<file path="config.mk">
export PLATFORM = sky130hd
export DESIGN_NAME = ipd_frame_deframer
export DESIGN_NICKNAME = d
export VERILOG_FILES = /design/src/hdl/ipd_pkg.sv /design/src/hdl/ipd_fifo.sv /design/src/hdl/ipd_front.sv /design/src/hdl/ipd_back.sv /design/src/hdl/ipd_frame_deframer.sv
export SDC_FILE = /design/constraint.sdc
export NUM_CORES = 1
export LEC_CHECK = 0
export ABC_CLOCK_PERIOD_IN_PS = 4400
export BUFFER_PORTS_ARGS = -buffer_cell sky130_fd_sc_hd__buf_2
export CAP_MARGIN = 20
export CORE_ASPECT_RATIO = 0.75
export CORE_MARGIN = 2
export CORE_UTILIZATION = 45
export CTS_CLUSTER_SIZE = 30
export DETAILED_ROUTE_END_ITERATION = 16
export PLACE_DENSITY = 0.65
export SYNTH_ARGS = -nofsm -noshare
export SYNTH_HDL_FRONTEND = slang
export SYNTH_SLANG_ARGS = --single-unit
</file>
<file path="constraint.sdc">
create_clock -name clk -period 4.4 [get_ports clk]
set_input_delay 0.22 -clock clk [delete_from_list [all_inputs] [get_ports clk]]
set_output_delay 0.22 -clock clk [all_outputs]
set_load 0.005 [all_outputs]
</file>
<file path="src/hdl/ipd_pkg.sv">
// Shared types, constants and codes of the +IPD frame deframer.
package ipd_pkg;

    // Defaults for the top-level parameters
    localparam int BUFFER_BYTES_DEF = 1024;
    localparam int MAX_DIGITS_DEF   = 4;
    localparam int QUEUE_DEPTH_DEF  = 4;

    // Fixed field and state widths
    localparam int BYTE_W  = 8;
    localparam int TOTAL_W = 16;
    localparam int LEN_W   = 14;
    localparam int WIN_W   = 56;
    localparam int IPD_W   = 40;

    localparam logic [LEN_W-1:0]   LEN_MAX   = 14'd16383;
    localparam logic [TOTAL_W-1:0] TOTAL_MAX = 16'hFFFF;

    // Match patterns, newest byte in the low bits
    localparam logic [IPD_W-1:0] PAT_IPD   = 40'h2B4950442C;     // "+IPD,"
    localparam logic [WIN_W-1:0] PAT_ERROR = 56'h4552524F520D0A; // "ERROR\r\n"

    localparam logic [BYTE_W-1:0] CHAR_COLON = 8'h3A;
    localparam logic [BYTE_W-1:0] CHAR_ZERO  = 8'h30;
    localparam logic [BYTE_W-1:0] CHAR_NINE  = 8'h39;

    // Result kind codes
    localparam logic [1:0] KIND_PAYLOAD = 2'd0;
    localparam logic [1:0] KIND_END_OK  = 2'd1;
    localparam logic [1:0] KIND_END_ERR = 2'd2;

    typedef enum logic [1:0] {
        MODE_HUNT,
        MODE_DIGITS,
        MODE_PAYLOAD
    } mode_t;

    typedef struct packed {
        logic [BYTE_W-1:0] rx_byte;
        logic              timed_out;
    } in_beat_t;

    typedef struct packed {
        logic [1:0]         kind;
        logic [BYTE_W-1:0]  payload_byte;
        logic [TOTAL_W-1:0] total_bytes;
        logic               last;
    } out_beat_t;

    // Queue entry: what the back end has to do
    typedef struct packed {
        logic [1:0]        kind;
        logic [BYTE_W-1:0] data;
    } op_t;

    // Read side of the queue as seen by the back end
    typedef struct packed {
        logic avail;
        op_t  op;
    } q_rd_t;

endpackage

</file>
<file path="src/hdl/ipd_fifo.sv">
// Small operation queue between the deframer front and back ends.
module ipd_fifo
    import ipd_pkg::*;
#(
    parameter int DEPTH = QUEUE_DEPTH_DEF
)
(
    input  logic  clk,
    input  logic  rst_n,
    input  logic  push,
    input  op_t   push_op,
    output logic  full,
    input  logic  pop,
    output q_rd_t rd
);

    localparam int PTR_W = (DEPTH > 1) ? $clog2(DEPTH) : 1;
    localparam int CNT_W = $clog2(DEPTH + 1);
    localparam logic [PTR_W-1:0] PTR_LAST = PTR_W'(DEPTH - 1);
    localparam logic [CNT_W-1:0] CNT_FULL = CNT_W'(DEPTH);

    op_t              mem_reg [DEPTH];
    logic [PTR_W-1:0] wr_ptr_reg;
    logic [PTR_W-1:0] wr_ptr_next;
    logic [PTR_W-1:0] rd_ptr_reg;
    logic [PTR_W-1:0] rd_ptr_next;
    logic [CNT_W-1:0] count_reg;
    logic [CNT_W-1:0] count_next;

    always_comb
    begin
        wr_ptr_next = wr_ptr_reg;
        rd_ptr_next = rd_ptr_reg;
        count_next  = count_reg;
        if (push)
        begin
            wr_ptr_next = (wr_ptr_reg == PTR_LAST) ? '0 : wr_ptr_reg + PTR_W'(1);
        end
        if (pop)
        begin
            rd_ptr_next = (rd_ptr_reg == PTR_LAST) ? '0 : rd_ptr_reg + PTR_W'(1);
        end
        if (push && !pop)
        begin
            count_next = count_reg + CNT_W'(1);
        end
        else if (pop && !push)
        begin
            count_next = count_reg - CNT_W'(1);
        end
    end

    always_ff @(posedge clk or negedge rst_n)
    begin
        if (!rst_n)
        begin
            wr_ptr_reg <= '0;
            rd_ptr_reg <= '0;
            count_reg  <= '0;
        end
        else
        begin
            wr_ptr_reg <= wr_ptr_next;
            rd_ptr_reg <= rd_ptr_next;
            count_reg  <= count_next;
        end
    end

    always_ff @(posedge clk)
    begin
        if (push)
        begin
            mem_reg[wr_ptr_reg] <= push_op;
        end
    end

    assign full     = (count_reg == CNT_FULL);
    assign rd.avail = (count_reg != '0);
    assign rd.op    = mem_reg[rd_ptr_reg];

endmodule

</file>
<file path="src/hdl/ipd_front.sv">
// Front end: byte classification, header/error hunt, length parse, payload count.
module ipd_front
    import ipd_pkg::*;
#(
    parameter int BUFFER_BYTES = BUFFER_BYTES_DEF,
    parameter int MAX_DIGITS   = MAX_DIGITS_DEF
)
(
    input  logic     clk,
    input  logic     rst_n,
    input  logic     accept,
    input  in_beat_t beat,
    output logic     push,
    output op_t      push_op
);

    localparam int FILL_W = $clog2(BUFFER_BYTES + 1);
    localparam int DC_W   = $clog2(MAX_DIGITS + 1);
    localparam logic [FILL_W-1:0] FILL_LIMIT = FILL_W'(BUFFER_BYTES);
    localparam logic [DC_W-1:0]   DC_LIMIT   = DC_W'(MAX_DIGITS);

    typedef enum logic [1:0] {
        EVT_NONE,
        EVT_PAYLOAD,
        EVT_END_OK,
        EVT_END_ERR
    } evt_t;

    mode_t             mode_reg,   mode_next;
    logic [WIN_W-1:0]  win_reg,    win_next;
    logic [LEN_W-1:0]  rem_reg,    rem_next;
    logic [DC_W-1:0]   dc_reg,     dc_next;
    logic [LEN_W-1:0]  acc_reg,    acc_next;
    logic [FILL_W-1:0] fill_reg,   fill_next;
    evt_t              evt;

    logic [BYTE_W-1:0] b;
    logic              go_pay;
    logic              go_hunt;
    logic [LEN_W-1:0]  pay_rem;
    logic [WIN_W-1:0]  hunt_win;
    logic [FILL_W-1:0] hunt_fill;
    logic [WIN_W-1:0]  win_shift;
    logic [FILL_W-1:0] fill_inc;
    logic [LEN_W+3:0]  mul10;
    logic              is_digit;
    logic              buf_full;
    logic              owed;

    assign b        = beat.rx_byte;
    assign is_digit = (b >= CHAR_ZERO) && (b <= CHAR_NINE);
    assign buf_full = (fill_reg >= FILL_LIMIT);
    assign owed     = (mode_reg == MODE_PAYLOAD) && (rem_reg != '0);
    assign mul10    = ({4'd0, acc_reg} << 3) + ({4'd0, acc_reg} << 1)
                    + {{LEN_W{1'b0}}, b[3:0]};

    // Next state
    always_comb
    begin
        mode_next = mode_reg;
        win_next  = win_reg;
        rem_next  = rem_reg;
        dc_next   = dc_reg;
        acc_next  = acc_reg;
        fill_next = fill_reg;
        evt       = EVT_NONE;
        go_pay    = 1'b0;
        go_hunt   = 1'b0;
        pay_rem   = rem_reg;
        hunt_win  = win_reg;
        hunt_fill = fill_reg;
        win_shift = '0;
        fill_inc  = '0;

        if (accept)
        begin
            if (buf_full)
            begin
                evt = owed ? EVT_END_ERR : EVT_END_OK;
            end
            else if (beat.timed_out)
            begin
                evt = (owed || (mode_reg == MODE_DIGITS)) ? EVT_END_ERR : EVT_END_OK;
            end
            else
            begin
                unique case (mode_reg)
                    MODE_DIGITS:
                    begin
                        if (b == CHAR_COLON)
                        begin
                            mode_next = MODE_PAYLOAD;
                            rem_next  = acc_reg;
                        end
                        else if (dc_reg >= DC_LIMIT)
                        begin
                            go_pay  = 1'b1;
                            pay_rem = acc_reg;
                        end
                        else if (is_digit)
                        begin
                            acc_next = (mul10 > {4'd0, LEN_MAX}) ? LEN_MAX
                                                                 : mul10[LEN_W-1:0];
                            dc_next  = dc_reg + DC_W'(1);
                        end
                        else
                        begin
                            mode_next = MODE_PAYLOAD;
                            rem_next  = acc_reg;
                        end
                    end
                    MODE_PAYLOAD:
                    begin
                        go_pay = 1'b1;
                    end
                    MODE_HUNT:
                    begin
                        go_hunt = 1'b1;
                    end
                    default:
                    begin
                        go_hunt = 1'b1;
                    end
                endcase

                if (go_pay)
                begin
                    if (pay_rem == '0)
                    begin
                        // frame done: this byte starts a fresh hunt
                        go_hunt   = 1'b1;
                        hunt_win  = '0;
                        hunt_fill = '0;
                        mode_next = MODE_HUNT;
                    end
                    else
                    begin
                        mode_next = MODE_PAYLOAD;
                        rem_next  = pay_rem - LEN_W'(1);
                        fill_next = fill_reg + FILL_W'(1);
                        evt       = EVT_PAYLOAD;
                    end
                end

                if (go_hunt)
                begin
                    win_shift = {hunt_win[WIN_W-BYTE_W-1:0], b};
                    fill_inc  = hunt_fill + FILL_W'(1);
                    mode_next = MODE_HUNT;
                    win_next  = win_shift;
                    fill_next = fill_inc;
                    if (fill_inc >= FILL_LIMIT)
                    begin
                        evt = EVT_END_OK;
                    end
                    else if (win_shift[IPD_W-1:0] == PAT_IPD)
                    begin
                        mode_next = MODE_DIGITS;
                        dc_next   = '0;
                        acc_next  = '0;
                        win_next  = '0;
                    end
                    else if (win_shift == PAT_ERROR)
                    begin
                        evt = EVT_END_ERR;
                    end
                end
            end

            if ((evt == EVT_END_OK) || (evt == EVT_END_ERR))
            begin
                mode_next = MODE_HUNT;
                win_next  = '0;
                rem_next  = '0;
                dc_next   = '0;
                acc_next  = '0;
                fill_next = '0;
            end
        end
    end

    // Outputs
    always_comb
    begin
        push_op.data = b;
        unique case (evt)
            EVT_NONE:
            begin
                push         = 1'b0;
                push_op.kind = KIND_PAYLOAD;
            end
            EVT_PAYLOAD:
            begin
                push         = 1'b1;
                push_op.kind = KIND_PAYLOAD;
            end
            EVT_END_OK:
            begin
                push         = 1'b1;
                push_op.kind = KIND_END_OK;
            end
            EVT_END_ERR:
            begin
                push         = 1'b1;
                push_op.kind = KIND_END_ERR;
            end
            default:
            begin
                push         = 1'b0;
                push_op.kind = KIND_PAYLOAD;
            end
        endcase
    end

    always_ff @(posedge clk or negedge rst_n)
    begin
        if (!rst_n)
        begin
            mode_reg <= MODE_HUNT;
            win_reg  <= '0;
            rem_reg  <= '0;
            dc_reg   <= '0;
            acc_reg  <= '0;
            fill_reg <= '0;
        end
        else
        begin
            mode_reg <= mode_next;
            win_reg  <= win_next;
            rem_reg  <= rem_next;
            dc_reg   <= dc_next;
            acc_reg  <= acc_next;
            fill_reg <= fill_next;
        end
    end

endmodule

</file>
<file path="src/hdl/ipd_back.sv">
// Back end: running payload total and the registered result beat.
module ipd_back
    import ipd_pkg::*;
(
    input  logic      clk,
    input  logic      rst_n,
    input  q_rd_t     rd,
    output logic      pop,
    output logic      out_valid,
    input  logic      out_stall,
    output out_beat_t out_data
);

    logic               valid_reg, valid_next;
    out_beat_t          data_reg,  data_next;
    logic [TOTAL_W-1:0] total_reg, total_next;
    logic [TOTAL_W-1:0] total_inc;

    assign pop       = rd.avail && (!valid_reg || !out_stall);
    assign total_inc = (total_reg == TOTAL_MAX) ? total_reg : total_reg + TOTAL_W'(1);

    always_comb
    begin
        valid_next = valid_reg;
        data_next  = data_reg;
        total_next = total_reg;
        if (valid_reg && !out_stall)
        begin
            valid_next = 1'b0;
        end
        if (pop)
        begin
            valid_next        = 1'b1;
            data_next.kind    = rd.op.kind;
            if (rd.op.kind == KIND_PAYLOAD)
            begin
                total_next             = total_inc;
                data_next.payload_byte = rd.op.data;
                data_next.total_bytes  = total_inc;
                data_next.last         = 1'b0;
            end
            else
            begin
                // end of transfer: report total, start over
                total_next             = '0;
                data_next.payload_byte = '0;
                data_next.total_bytes  = total_reg;
                data_next.last         = 1'b1;
            end
        end
    end

    always_ff @(posedge clk or negedge rst_n)
    begin
        if (!rst_n)
        begin
            valid_reg <= 1'b0;
            total_reg <= '0;
        end
        else
        begin
            valid_reg <= valid_next;
            total_reg <= total_next;
        end
    end

    always_ff @(posedge clk)
    begin
        data_reg <= data_next;
    end

    assign out_valid = valid_reg;
    assign out_data  = data_reg;

endmodule

</file>
<file path="src/hdl/ipd_frame_deframer.sv">
// Top level of the +IPD frame deframer: front end, operation queue, back end.
//
// Takes one received modem byte (or a timeout marker) per input beat and
// pulls payload out of frames "+IPD,<len>:<data>". Outside a frame the last
// seven bytes are watched for "+IPD," (frame start) and "ERROR\r\n" (transfer
// fails). Up to MAX_DIGITS decimal digits give the length, ended by ':' (which
// is consumed); that many bytes then leave as payload beats. A transfer ends
// on a timeout, on BUFFER_BYTES bytes counted (hunted plus payload), or on
// ERROR, with an end beat (last = 1) that carries the payload total,
// saturating at 65535; everything then returns to its reset state. Rate: one
// input beat per clock while in_stall is low. The front end makes every
// decision for a byte combinationally from its own state; results go through
// a queue of QUEUE_DEPTH entries to a registered output stage, and in_stall
// rises only once the queue has filled behind a stalled output.
module ipd_frame_deframer
    import ipd_pkg::*;
#(
    parameter int BUFFER_BYTES = BUFFER_BYTES_DEF,
    parameter int MAX_DIGITS   = MAX_DIGITS_DEF,
    parameter int QUEUE_DEPTH  = QUEUE_DEPTH_DEF
)
(
    input  logic      clk,
    input  logic      rst_n,
    input  logic      in_valid,
    output logic      in_stall,
    input  in_beat_t  in_data,
    output logic      out_valid,
    input  logic      out_stall,
    output out_beat_t out_data
);

    logic  accept;
    logic  q_push;
    op_t   q_push_op;
    logic  q_full;
    logic  q_pop;
    q_rd_t q_rd;

    // no input beat while the queue has no room for its result
    assign in_stall = q_full;
    assign accept   = in_valid && !in_stall;

    ipd_front #(
        .BUFFER_BYTES (BUFFER_BYTES),
        .MAX_DIGITS   (MAX_DIGITS)
    ) u_front (
        .clk     (clk),
        .rst_n   (rst_n),
        .accept  (accept),
        .beat    (in_data),
        .push    (q_push),
        .push_op (q_push_op)
    );

    ipd_fifo #(
        .DEPTH (QUEUE_DEPTH)
    ) u_queue (
        .clk     (clk),
        .rst_n   (rst_n),
        .push    (q_push),
        .push_op (q_push_op),
        .full    (q_full),
        .pop     (q_pop),
        .rd      (q_rd)
    );

    ipd_back u_back (
        .clk       (clk),
        .rst_n     (rst_n),
        .rd        (q_rd),
        .pop       (q_pop),
        .out_valid (out_valid),
        .out_stall (out_stall),
        .out_data  (out_data)
    );

`ifndef SYNTHESIS
    // queue is never written while full
    assert property (@(posedge clk) disable iff (!rst_n) q_push |-> !q_full)
        else $error("queue overflow");

    // pop only from a non-empty queue
    assert property (@(posedge clk) disable iff (!rst_n) q_pop |-> q_rd.avail)
        else $error("queue underflow");

    // end beats and only end beats carry last
    assert property (@(posedge clk) disable iff (!rst_n)
        out_valid |-> (out_data.last == (out_data.kind != KIND_PAYLOAD)))
        else $error("last flag does not match kind");

    // a payload beat always counts itself
    assert property (@(posedge clk) disable iff (!rst_n)
        (out_valid && (out_data.kind == KIND_PAYLOAD)) |-> (out_data.total_bytes != '0))
        else $error("payload beat with zero total");
`endif

endmodule
</file>
==> results of run 1 <==
==> worst min-delay path by stage <==
stage,start,slack [ns],to
final,in_data[8],0.12,u_queue.mem_reg[3][7]
after global placement,rst_n,0.31,u_front.win_reg[45]
after global routing,in_data[8],0.11,u_queue.mem_reg[3][7]
after detailed placement,rst_n,0.31,u_front.win_reg[29]
after CTS,in_data[8],0.10,u_queue.mem_reg[3][7]
after floorplan,rst_n,-0.08,u_back.out_valid
==> routing by layer <==
metal / global-route usage [%] / vias to the layer above
met5: 0 / -
met3: 4.20 / 25
met4: 5.37 / 0
met1: 35.8 / 3989
met2: 29.6 / 275
li1: - / 3786
==> cells in the final DEF (no fill, tap or decap), drive strengths merged, types with 5 or more instances in the layout <==
master    n
xnor2    19
nor2     54
o211ai   13
mux4     10
nor2b    10
xor2      8
nor4     10
dfrtp   116
nor4bb    7
ha       42
and4      6
mux2     12
a21oi    57
inv      41
a41oi     5
nor4b     8
and2      8
a211o     5
nand3    26
a32o      5
and3      6
or3      10
o21ai    52
edfxtp   67
buf     111
clkbuf   19
a22o     42
nand4    14
nand2   100
nand2b    7
o31ai    15
mux2i    16
a21o      6
a31oi    12
o21a      9
clkinv    7
a211oi   11
o221ai   10
nor3     26
==> logic make-up after synthesis <==
logic type | synth area share, %
AO/OA/AOI/OAI | 18.9
XOR/XNOR | 2.32
adder cells (fa/ha/maj) | 5.74
buffers and inverters | 3.46
flip-flops | 48.2
multiplexers | 5.37
AND/OR/NAND/NOR | 16.0
==> where the power goes <==
| part | total [mW] | switching, mW | internal [mW] |
|---|---|---|---|
| clock | 1.71 | 0.727 | 0.980 |
| sequential | 2.28 | 0.207 | 2.08 |
| combinational | 1.06 | 0.596 | 0.465 |
| total | 5.05 | 1.53 | 3.52 |
==> layout make-up <==
| cell class | instances | area [sq um] |
|---|---|---|
| fill | 1915 | 10200 |
| timing repair buffer | 115 | 806 |
| sequential | 183 | 4910 |
| inverter | 37 | 139 |
| multi-input combinational | 687 | 5060 |
| clock buffer | 17 | 425 |
| clock inverter | 15 | 238 |
| tap | 294 | 368 |
==> Yosys cell counts (all sizes together) (7+ instances only) <==
| master | number | area share [%] |
|---|---|---|
| ha | 42 | 5.2 |
| nor2 | 54 | 2.0 |
| o211ai | 13 | 0.96 |
| and2 | 8 | 0.49 |
| edfxtp | 67 | 20 |
| nor4 | 10 | 1.1 |
| nor3 | 26 | 1.3 |
| mux2 | 12 | 1.4 |
| nand3 | 26 | 1.3 |
| xor2 | 8 | 0.69 |
| nand2b | 7 | 0.43 |
| mux2i | 16 | 1.7 |
| nor4b | 8 | 0.69 |
| nand4 | 14 | 0.86 |
| a21oi | 57 | 3.1 |
| o21a | 9 | 0.66 |
| a22o | 42 | 3.6 |
| xnor2 | 19 | 1.6 |
| clkbuf | 28 | 1.0 |
| o21ai | 52 | 2.6 |
| o31ai | 15 | 1.2 |
| buf | 19 | 1.1 |
| nor4bb | 7 | 0.69 |
| inv | 36 | 1.3 |
| dfrtp | 116 | 28 |
| nor2b | 10 | 0.61 |
| or3 | 10 | 0.61 |
| mux4 | 10 | 2.2 |
| o221ai | 10 | 0.86 |
| nand2 | 100 | 3.7 |
| a211oi | 11 | 0.91 |
| a31oi | 12 | 0.80 |
==> timing repair <==
item                                    4_1_cts  5_1_grt
gates resized for setup                       1       21
endpoints found under the setup margin        2       60
setup buffers                                16        5
cloned                                        0        2
pin swaps                                    11       11
hold buffers                                  2        0
endpoints found under the hold margin        52        0
==> run_results.csv, run 1 <==
group,metric,value,unit
place,place_congestion,0.898,
place,dpl_cell_area,0.0110,sq mm
place,io_buffers,41,
yosys,synth.avg_cell_area,10.7,sq um
finish,largest_reg_flops,48,
critical_path,ff2ff_setup_slack,0.08,ns
critical_path,worstPathMaxFanout,5,
yosys,syn_inst,954,
route,route.met2.wl,10.6,mm
critical_path,cp-endpoint,"u_queue.count_reg[2]",
finish,fin_area,0.0119,sq mm
clock_network,cts_buffers,17,
sta,worst_slack,0.0826,ns
route,wirelength,25.5,mm
route,top_layer,"met4",
critical_path,crit_type,"register to register",
critical_path,path_depth,24,
floorplanning,design.core.area,0.0222,sq mm
sta,fin_crit_sh,98.1,%
critical_path,crit_start,"u_front.mode_reg[1]",
sta,worstMarginPinSlew,1.03,ns
route,drc_errors,0,
sta,tns,0,ns
sta,fin_skew,0.0110,ns
yosys,synth-async-reset-ratio,63.4,%
finish,layout.nets,1099,
power,cellPowerDensity,423,mW/mm^2
floorplanning,die_area,0.0239,sq mm
sta,drv_slew,0,
yosys,synth_ff_type,"dfrtp_1",
critical_path,crit_buf_inv,3,
worst_hold_path,holdPathStages,2,
sta,fin_crit,4.32,ns
route,ant_nets,0,
place,place_ws,-0.126,ns
clock_network,h-tree-depth,4,
floorplanning,ios,42,
sta,relSlewSlack,30.8,%
clock_network,cts_root_buf,"clkbuf_16",
sta,hold_slack,0.121,ns
yosys,yosysSeqAreaShare,48.2,%
yosys,ys_types,79,
finish,final_util,53.9,%
finish,fin_cells,1348,
global_routing,track_usage,22.0,%
clock_network,path_clk_slew,0.07,ns
sta,max_freq,0.232,GHz
route,via_count,8075,
route,route.met3.wl,1.61,mm
critical_path,crit_chain,"inv_2 > ha_4 > nand2_4 > a21oi_4 > mux2i_4 > ha_4 > nand2_4 > mux2_4 > nor4_4 > nor2_1 > ha_2 > nand4_1 > nor3_2 > xnor2_1 > a41oi_2 > a21oi_4 > nor2_4 > inv_2 > ha_4 > inv_2 > fa_2 > xor2_1 > nor2_1 > xor2_1",
global_routing,grt_pass1_wl,41.6,mm
clock_network,cts_tree,"yes",
worst_hold_path,hp-class,"primary input to register",
global_routing,grt_max_degree,56,
place,dp_hpwl,17.6,mm
finish,area_delta_synth_final,17.2,%
floorplanning,die_h,134,um
global_routing,overflow,0,
power,total_power,5.05,mW
global_routing,antenna_found_initial,0,
global_routing,grt_pass1_vias,7564,
clock_network,clock_path_buffers,2,
route,first_iter_violations,775,
critical_path,r2r_cells,24,
critical_path,crit_slowest_cell,"dfrtp_1",
yosys,synth-seq-cells,183,
place,dp.cells,1291,
critical_path,startpoint_type,"register",
clock_network,cts.sink_count,183,
power,leakage,4.90,nW
finish,diodes,0,
sta,rsz0062_at_grt,"yes",
route,avgRoutedWirePerCell,18.9,um
finish,drive_above_1_share,19.6,%
run,cap_violations,0,
power,vdd_drop_max,0.288,mV
yosys,syn_area,0.0102,sq mm
yosys,ys_warn_count,0,
floorplanning,row_count,47,
critical_path,crit_path_max_incr_delay,0.39,ns
sta,finalSetupViolCount,0,
route,met1_length,13.1,mm
yosys,synth.net_count,1012,
yosys,synth-edff-count,67,
floorplanning,initial_core_util,46.0,%
route,routed_via_density,5.99,
route,drtPass1Iterations,6,
critical_path,cp.arrival,4.67,ns
clock_network,clk_latency,0.44,ns
run_status,status,"complete, no violations",
critical_path,cp-end-kind,"register",
critical_path,rr_startpoint,"u_front.mode_reg[1]",
sta,hold_viol,0,
critical_path,cp.required,4.76,ns
critical_path,r2r_end,"u_queue.count_reg[2]",
floorplanning,dieWidth,178,um
critical_path,critPathTopFamily,"adder cells",
Power figures use the tool's default switching activity.
==> run 2: changes to the inputs <==
Settings changed: CORE_MARGIN 2 to 4.
==> run 2 against run 1 <==
Compared with the run above:
- count of clock-buffer cells in the layout grew 1
- largest cell class unchanged
- sequential power is essentially flat
- clock skew rose by 0.0022 ns
- critical path depth unchanged
- total power down 2.6%
- worst hold slack got worse by 0.0053 ns
- die area increased by 5.3%
==> run_results.csv, run 2 (synthesized netlist as in run 1, its figures left out) <==
group,metric,value,unit
run_status,status,"complete, no violations",
clock_network,clock_path_buffers,2,
route,ant_nets,0,
floorplanning,die_h,138,um
route,drtPass1Iterations,7,
sta,finalSetupViolCount,0,
finish,fill_cells,1903,
sta,worstMarginPinSlew,0.959,ns
route,drc_errors,0,
sta,drv_slew,0,
critical_path,crit_type,"register to register",
sta,tns,0,ns
worst_hold_path,hold_start,"in_data[8]",
global_routing,grt_pass1_vias,7540,
sta,hold_viol,0,
sta,worst_slack,0.0607,ns
route,avgRoutedWirePerCell,18.6,um
sta,fin_crit,4.34,ns
global_routing,grt_pass1_wl,41.1,mm
global_routing,overflow,0,
finish,layout_commonest_cell,"dfrtp_1",
finish,fin_cells,1333,
floorplanning,design.core.area,0.0222,sq mm
clock_network,cts_root_buf,"clkbuf_16",
critical_path,rr_startpoint,"u_front.mode_reg[1]",
finish,diodes,0,
critical_path,crit_chain,"inv_2 > ha_4 > nand2_4 > a21oi_4 > mux2i_2 > ha_2 > nand2_2 > mux2_4 > nor4_4 > nor2_2 > ha_2 > nand4_1 > nor3_4 > xnor2_2 > a41oi_2 > a21oi_4 > nor2_4 > inv_2 > ha_4 > inv_2 > fa_2 > xor2_1 > nor2_1 > xor2_1",
place,io_buffers,41,
floorplanning,row_count,47,
critical_path,cp_common_cell,"inv_2",
place,dp.cells,1287,
sta,rsz0062_at_grt,"yes",
critical_path,cp.arrival,4.71,ns
power,vdd_drop_max,0.298,mV
sta,relSlewSlack,35.6,%
route,routed_via_density,6.03,
place,dpl_cell_area,0.0110,sq mm
route,first_iter_violations,757,
global_routing,grt_max_degree,56,
critical_path,crit_buf_inv,3,
place,place_congestion,0.869,
route,via_count,8044,
floorplanning,die_area,0.0252,sq mm
finish,drive_above_1_share,18.3,%
global_routing,track_usage,19.9,%
route,wirelength,24.8,mm
critical_path,crit_start,"u_front.mode_reg[1]",
sta,fin_crit_sh,98.6,%
critical_path,crit_path_max_incr_delay,0.39,ns
clock_network,h-tree-depth,4,
clock_network,cts_tree,"yes",
critical_path,cp.required,4.77,ns
critical_path,crit_slowest_cell,"dfrtp_1",
worst_hold_path,hp-class,"primary input to register",
critical_path,path_depth,24,
clock_network,cts_buffers,17,
sta,max_freq,0.230,GHz
critical_path,critPathTopFamily,"adder cells",
sta,fin_skew,0.0133,ns
floorplanning,ios,42,
clock_network,clk_latency,0.45,ns
clock_network,path_clk_slew,0.07,ns
run,cap_violations,0,
power,cellPowerDensity,420,mW/mm^2
finish,area_delta_synth_final,15.0,%
critical_path,r2r_cells,24,
clock_network,cts.sink_count,183,
finish,final_cell_mix,"dfrtp_1, nand2_1, edfxtp_1, buf_4",
floorplanning,dieWidth,182,um
power,leakage,4.81,nW
global_routing,antenna_found_initial,0,
critical_path,cp-end-kind,"register",
finish,fin_area,0.0117,sq mm
floorplanning,initial_core_util,46.0,%
critical_path,startpoint_type,"register",
critical_path,worstPathMaxFanout,5,
finish,largest_reg_flops,48,
finish,layout.nets,1084,
place,dp_hpwl,17.3,mm
place,place_ws,-0.0406,ns
worst_hold_path,holdPathStages,2,
==> run 2: changes by cell type in the layout (fill, tap and decap cells not counted), sizes merged <==
cell	previous run	this run
buf	111	98
bufinv	4	2
clkbuf	19	18
clkinv	7	6
clkinvlp	0	2
==> run 2: routing by layer <==
metal	track usage, %	routed length, um	vias to the layer above
li1	-	-	3763
met1	31.8	12600	3976
met2	27.8	10400	285
met3	4.10	1600	20
met4	4.50	223	0
met5	0	0	-
==> run 2: through the flow <==
step           power, mW  hold WS (ns)  utilization (%)
6_report            4.92         0.115             52.9
5_1_grt             5.19        0.0975             52.9
4_1_cts             4.93         0.100             52.3
3_5_place_dp        3.35         0.158             49.4
3_3_place_gp        3.32         0.163             49.4
2_1_floorplan       2.96       -0.0756                -
==> run 2: repair_timing <==
item | in CTS | in global routing
resized for setup | 1 | 10
hold endpoints to repair | 27 | 0
pin swaps | 2 | 12
endpoints found under the setup margin | 2 | 2
hold buffers | 2 | 0
buffers inserted | 1 | 11
==> run 2: worst paths after layout <==
path / endpoint / slack [ns]
worst max-delay path: u_queue.count_reg[2] / 0.06
worst min-delay path: u_queue.mem_reg[2][7] / 0.12
worst max register to register: u_queue.count_reg[2] / 0.06
worst min register to register: u_queue.count_reg[2] / 0.49
max in group asynchronous: u_front.fill_reg[10] / 3.24
min in group asynchronous: u_front.win_reg[29] / 0.23
==> run 2: cell type report <==
type                            count  area [sq um]  area share, %
Sequential cell                   183          4910           41.9
Inverter                           37           139           1.18
Clock inverter                     14           166           1.42
Clock buffer                       18           439           3.74
Tap cell                          294           368           3.14
Timing Repair Buffer              100           672           5.73
Multi-Input combinational cell    687          5030           42.9
==> run 2: worst reg2reg max path, cell delays in order, from the launching register on <==
cell and delay [ns]:
dfrtp_1 0.39, inv_2 0.07, ha_4 0.14, nand2_4 0.06
a21oi_4 0.17, mux2i_2 0.28, ha_2 0.27, nand2_2 0.07
mux2_4 0.30, nor4_4 0.36, nor2_2 0.09, ha_2 0.20
nand4_1 0.15, nor3_4 0.08, xnor2_2 0.20, a41oi_2 0.17
a21oi_4 0.23, nor2_4 0.06, inv_2 0.07, ha_4 0.13
inv_2 0.04, fa_2 0.35, xor2_1 0.15, nor2_1 0.11
xor2_1 0.15
==> run 2: report_power, final <==
group	internal, mW	switching (mW)	total, mW
Clock	0.869	0.705	1.57
Combinational	0.470	0.602	1.07
Sequential	2.08	0.200	2.28
